==> src/hdl/mmch_pkg.sv <==
`default_nettype none
// ----------------------------------------------------------------------------
// mmch_pkg: shared types for the min merge cost heap
// Request and result structs, controller/datapath command and status.
// ----------------------------------------------------------------------------
package mmch_pkg;

    typedef struct packed {
        logic [31:0] value;
        logic        last;
    } mmch_req_t;

    typedef struct packed {
        logic [63:0] total_cost;
        logic        dropped;
    } mmch_res_t;

    typedef enum logic [4:0] {
        ST_IDLE,
        ST_PUSH_WR,
        ST_UP_RD,
        ST_UP_WAIT,
        ST_UP_CMP,
        ST_CHK,
        ST_POP_RD,
        ST_POP_WAIT,
        ST_POP_MOVE,
        ST_DN_RDL,
        ST_DN_RDR,
        ST_DN_WAITL,
        ST_DN_WAITR,
        ST_DN_CMP,
        ST_DN_SWAP,
        ST_MERGE_NEXT,
        ST_PUSH_SUM,
        ST_DONE
    } mmch_state_t;

    // Commands from controller to datapath
    typedef struct packed {
        logic load_req;     // capture last flag; reset cost when last is set
        logic push_set;     // key = request value or sum
        logic push_sum;     // select sum as pushed key
        logic push_wr;      // write key at count, pos = count, count++
        logic drop;         // mark overflow
        logic up_rd;        // read parent of pos
        logic up_swap;      // write pos slot <- parent data, pos = parent
        logic pop_rd0;      // read slot 0
        logic pop_rdlast;   // count--, read slot count-1
        logic pop_move;     // top captured; key <- last, pos = 0
        logic dn_rdl;       // read left child
        logic dn_rdr;       // read right child
        logic dn_capl;      // capture left data
        logic dn_capr;      // capture right data
        logic dn_swap;      // swap pos with best child
        logic key_wr;       // write key at pos where a walk stops
        logic cap_top;      // capture popped top
        logic cap_a;        // store first popped value
        logic add_cost;     // sum = a + top; cost += sum
        logic finish;       // output result, clear heap
    } mmch_cmd_t;

    typedef struct packed {
        logic full;
        logic at_root;
        logic up_stop;
        logic cnt_gt1;
        logic cnt_zero;
        logic has_l;
        logic has_r;
        logic dn_stop;
        logic last;
    } mmch_sts_t;

endpackage

`default_nettype wire

==> src/hdl/mmch_ctrl.sv <==
`default_nettype none
// ----------------------------------------------------------------------------
// mmch_ctrl: sequencer for insert, sift-up, pop, sift-down and merge loop
// Key is kept in a register during walks; stops write it back to pos.
// ----------------------------------------------------------------------------
module mmch_ctrl
    import mmch_pkg::*;
(
    input  wire logic      clk,
    input  wire logic      rst_n,
    input  wire logic      start,
    input  wire mmch_sts_t sts,
    output mmch_cmd_t      cmd,
    output logic           busy,
    output logic           done
);

    mmch_state_t state_reg, state_next;
    logic        second_reg, second_next;   // second pop of a merge
    logic        merging_reg, merging_next;

    always_ff @(posedge clk or negedge rst_n)
    begin
        if (!rst_n)
        begin
            state_reg   <= ST_IDLE;
            second_reg  <= 1'b0;
            merging_reg <= 1'b0;
        end
        else
        begin
            state_reg   <= state_next;
            second_reg  <= second_next;
            merging_reg <= merging_next;
        end
    end

    // next state and commands
    always_comb
    begin
        state_next   = state_reg;
        second_next  = second_reg;
        merging_next = merging_reg;
        cmd  = '0;
        busy = (state_reg != ST_IDLE);
        done = 1'b0;
        unique case (state_reg)
            ST_IDLE:
            begin
                if (start)
                begin
                    cmd.load_req = 1'b1;
                    cmd.push_set = 1'b1;
                    merging_next = 1'b0;
                    state_next   = ST_PUSH_WR;
                end
            end
            ST_PUSH_WR:
            begin
                if (sts.full)
                begin
                    cmd.drop   = 1'b1;
                    state_next = ST_CHK;
                end
                else
                begin
                    cmd.push_wr = 1'b1;
                    state_next  = ST_UP_RD;
                end
            end
            ST_UP_RD:
            begin
                if (sts.at_root)
                begin
                    cmd.key_wr = 1'b1;
                    state_next = ST_CHK;
                end
                else
                begin
                    cmd.up_rd  = 1'b1;
                    state_next = ST_UP_WAIT;
                end
            end
            ST_UP_WAIT:
            begin
                // hold the parent address so its data is still out next cycle
                cmd.up_rd  = 1'b1;
                state_next = ST_UP_CMP;
            end
            ST_UP_CMP:
            begin
                // parent moves down on a swap; key is written where it stops
                if (sts.up_stop)
                begin
                    cmd.key_wr = 1'b1;
                    state_next = ST_CHK;
                end
                else
                begin
                    cmd.up_swap = 1'b1;
                    state_next  = ST_UP_RD;
                end
            end
            ST_CHK:
            begin
                if (!(merging_reg || sts.last))
                begin
                    state_next = ST_IDLE;
                end
                else if (sts.cnt_gt1)
                begin
                    merging_next = 1'b1;
                    second_next  = 1'b0;
                    state_next   = ST_POP_RD;
                end
                else
                begin
                    state_next = ST_DONE;
                end
            end
            ST_POP_RD:
            begin
                cmd.pop_rd0 = 1'b1;
                state_next  = ST_POP_WAIT;
            end
            ST_POP_WAIT:
            begin
                cmd.cap_top    = 1'b1;
                cmd.pop_rdlast = 1'b1;
                state_next     = ST_POP_MOVE;
            end
            ST_POP_MOVE:
            begin
                cmd.pop_move = 1'b1;
                state_next   = ST_DN_RDL;
            end
            ST_DN_RDL:
            begin
                if (!sts.has_l)
                begin
                    cmd.key_wr = 1'b1;
                    state_next = ST_MERGE_NEXT;
                end
                else
                begin
                    cmd.dn_rdl = 1'b1;
                    state_next = ST_DN_RDR;
                end
            end
            ST_DN_RDR:
            begin
                // left data is out while the right read is issued
                cmd.dn_rdr  = 1'b1;
                cmd.dn_capl = 1'b1;
                state_next  = ST_DN_WAITL;
            end
            ST_DN_WAITL:
            begin
                cmd.dn_capr = 1'b1;
                state_next  = ST_DN_WAITR;
            end
            ST_DN_WAITR:
            begin
                state_next = ST_DN_CMP;
            end
            ST_DN_CMP:
            begin
                if (sts.dn_stop)
                begin
                    cmd.key_wr = 1'b1;
                    state_next = ST_MERGE_NEXT;
                end
                else
                begin
                    state_next = ST_DN_SWAP;
                end
            end
            ST_DN_SWAP:
            begin
                cmd.dn_swap = 1'b1;
                state_next  = ST_DN_RDL;
            end
            ST_MERGE_NEXT:
            begin
                if (!second_reg)
                begin
                    cmd.cap_a   = 1'b1;
                    second_next = 1'b1;
                    state_next  = ST_POP_RD;
                end
                else
                begin
                    cmd.add_cost = 1'b1;
                    state_next   = ST_PUSH_SUM;
                end
            end
            ST_PUSH_SUM:
            begin
                // sum goes back into the heap
                cmd.push_set = 1'b1;
                cmd.push_sum = 1'b1;
                state_next   = ST_PUSH_WR;
            end
            ST_DONE:
            begin
                done       = 1'b1;
                cmd.finish = 1'b1;
                state_next = ST_IDLE;
            end
            default:
            begin
                state_next = ST_IDLE;
            end
        endcase
    end

endmodule

`default_nettype wire

==> config.mk <==
export PLATFORM = sky130hd
export DESIGN_NAME = mmch_ctrl
export DESIGN_NICKNAME = d
export VERILOG_FILES = /design/src/hdl/mmch_pkg.sv /design/src/hdl/mmch_ctrl.sv
export SDC_FILE = /design/constraint.sdc
export NUM_CORES = 1
export LEC_CHECK = 0
export BUFFER_PORTS_ARGS = -buffer_cell sky130_fd_sc_hd__buf_2
export CAP_MARGIN = 0
export CORE_MARGIN = 5
export CORE_UTILIZATION = 44
export DETAILED_ROUTE_END_ITERATION = 8
export GPL_TIMING_DRIVEN = 0
export PLACE_DENSITY = 0.82
export SKIP_LAST_GASP = 1
export SLEW_MARGIN = 20
export SYNTH_ARGS = -nofsm -noshare
export SYNTH_HDL_FRONTEND = slang
export SYNTH_SLANG_ARGS = --single-unit
==> constraint.sdc <==
create_clock -name clk -period 2 [get_ports clk]
set_clock_uncertainty 0.05 [all_clocks]
set_input_delay 0.4 -clock clk [delete_from_list [all_inputs] [get_ports clk]]
set_output_delay 0.4 -clock clk [all_outputs]
set_load 0.01 [all_outputs]
==> metrics.txt <==
status=finished, violations left; failing checks=setup timing; Design Area, Final=1080 sq um; Syn Inst Count=90; Slowest cell on crit path=dfrtp_1; Compound-Gate Fraction of Synth Area=20.9%; # rows=14; top cells by area, synth=dfrtp_1, nor2_1, buf_4; Reg2Reg Depth=7; filler cell count=117; sequential area share after synthesis=25.0%; share of cells above drive strength 1=52.9%; H-Tree Depth=1; Ports=34; setup TNS=-97.8 ps; Highest Clock Rate=0.481 GHz; Crit. Startpoint=state_reg[2]; CP top delay family=flip-flops; Final ANT Viol Nets=0; R2R Setup Slk=200 ps; Root Buffer=clkbuf_4; Synth Area per Inst=7.77 sq um; YS warnings=0; reg2reg end=state_reg[2]; Vias=892; Max transition margin=76.7%; leakage=0.569 nW; mux cell area share after synthesis=1.43%; Synth cell types=40; CP Data Required Time=1550 ps; CP arrival=1630 ps; Syn Nets=102; top cell type's share of synthesized area=25.0%; Critical R2R Launch=state_reg[2]; Die ar.=2490 sq um; Worst IR Drop VDD=0.759 mV; CTS tree=built; number of max-cap violations=0; largest family of logic cells by synthesized area=simple AND/OR/NAND/NOR gates; die width=49.9 um; gr ovfl total=0; setup violators final=2; Synth top cells by count=nor2_1, nand2_1, dfrtp_1, a21oi_1, buf_4; post-synthesis xor/xnor area fraction=1.25%; synthesis-to-finish area growth=54.0%; # port buffers=31; final hold viol count=0; WL/cell=15.9 um; first-pass GRT wire length=3.64 mm; synthesized flop and latch total=7; DRC viols=0; Max Root-Sink Buffers=2; Starting Density=46.4%; Placed Area=875 sq um; minimum clock period=2080 ps; Synth Cell Area=699 sq um; clock sink count=7; Worst path depth=6; crit share post-route=104%; critical path endpoint=cmd[4]; RePlAce Congestion=0.833; Synth Area in Adders=0%; Initial DRC Count=29; worst hold slack=434 ps; CP Launch Type=register; PwrDens=1570 nW/um^2; final worst slack=-78.5 ps; critical path class=register to output pin; CP Capture Type=output pin; Crit path buffers/inverters=2; Hold Path Class=input pin to register; initial antenna violation count=0; RSZ-0062 raised after global routing=yes; register area=179 sq um; CP max FO=7; leading area contributor after synthesis=dfrtp_1; Skew-Pair Late Insertion Delay=250 ps; Die Y=49.9 um; simple logic cell fraction of the synthesized area=41.3%; count leader, synth=nor2_1; CP cell instances=buf_6 -> nor3b_4 -> nand3_2 -> o311ai_4 -> o21bai_1 -> buf_2; Post-synth top flop=dfrtp_1; max reg flops=5; Placeable Area=1510 sq um; vias in the first global route=766; TritonRoute pass-1 iters=4; Pins Over Slew Limit=0; multi-input logic area=532 sq um; total power=1.69 mW; Post-synth EDFFs=0; largest net degree at the start of global routing=11; ANT cells=0; Clock transition at path regs=50 ps; slowest cell delay on critical path=400 ps; Worst Max-Slew Pin Slew=347 ps; All-Layer GR Usage=17.8%; HPWL Detailed=1.53 mm; routed wire length=2.42 mm; via-per-instance ratio=5.87; TritonCTS Buffers=3; fraction of registers with async set/reset=100%; Final #Nets=149
[logic make-up after synthesis]
kind of cell	after synthesis
AND/OR/NAND/NOR	51
XOR/XNOR	1
buffers and inverters	11
flip-flops	7
AO/OA/AOI/OAI	19
multiplexers	1
[layout by cell type, fill, tap and decap left out, types with 2 or more instances in the layout]
cell type,n
buf_2,31
buf_4,15
nor2_1,9
nand2_1,6
a21oi_1,5
clkbuf_4,4
and3_1,4
dfrtp_1,4
nor2_4,3
or3_1,3
dfrtp_2,3
buf_6,2
or2b_1,2
nor3_1,2
nor2b_1,2
nand2b_1,2
nand3_2,2
inv_1,2
o211ai_1,2
nand3_1,2
o2bb2ai_1,2
[through the flow]
| step | setup slack, ps | util [%] | instances |
|---|---|---|---|
| after floorplan | 286 | - | 90 |
| after global placement | 22.3 | 58.1 | 137 |
| after detailed placement | 17.0 | 58.1 | 137 |
| after CTS | -36.5 | 64.1 | 143 |
| after global routing | -148 | 71.5 | 152 |
| final | -78.5 | 71.5 | 152 |
[final cells by class]
| cell class | count | share of cell area [%] |
|---|---|---|
| flip-flops and latches | 7 | 16.6 |
| inverters | 2 | 0.697 |
| well taps | 16 | 1.86 |
| plain buffers | 8 | 5.69 |
| repair buffers | 43 | 23.3 |
| clock buffers | 4 | 2.44 |
| multi-input cells | 72 | 49.4 |
[worst min-delay path, cell delays in order]
cell and delay (ps):
buf_2 80, and3_1 160, a21oi_1 50
[power breakdown]
part / internal (mW) / switching [mW] / leakage [nW]
registers: 0.215 / 0.0944 / 0.0831
clock network: 0.0763 / 0.0541 / 0.0150
logic: 0.588 / 0.659 / 0.471
total: 0.879 / 0.808 / 0.569
[worst min path at each step]
| stage | from | end | slack [ps] | cells after the start |
|---|---|---|---|---|
| after floorplan | rst_n | merging_reg | 50 | 0 |
| after global placement | rst_n | second_reg | 190 | 1 |
| after detailed placement | rst_n | second_reg | 190 | 1 |
| after CTS | sts[5] | merging_reg | 440 | 3 |
| after global routing | sts[5] | merging_reg | 440 | 3 |
| final | start | merging_reg | 430 | 3 |
[routing by layer]
layer  track usage [%]  wire (um)
met4              4.37         40
met2              27.3       1250
met3              3.92        139
met1              25.1        990
met5                 0          0
[repair_timing]
item,in CTS,in global routing
endpoints found under the hold margin,7,0
pin swaps,1,5
setup endpoints to repair,4,13
cloned,0,0
gates resized for setup,12,12
hold buffers,1,0
setup buffers,1,10
No activity file was read; power rests on OpenSTA's default activity.
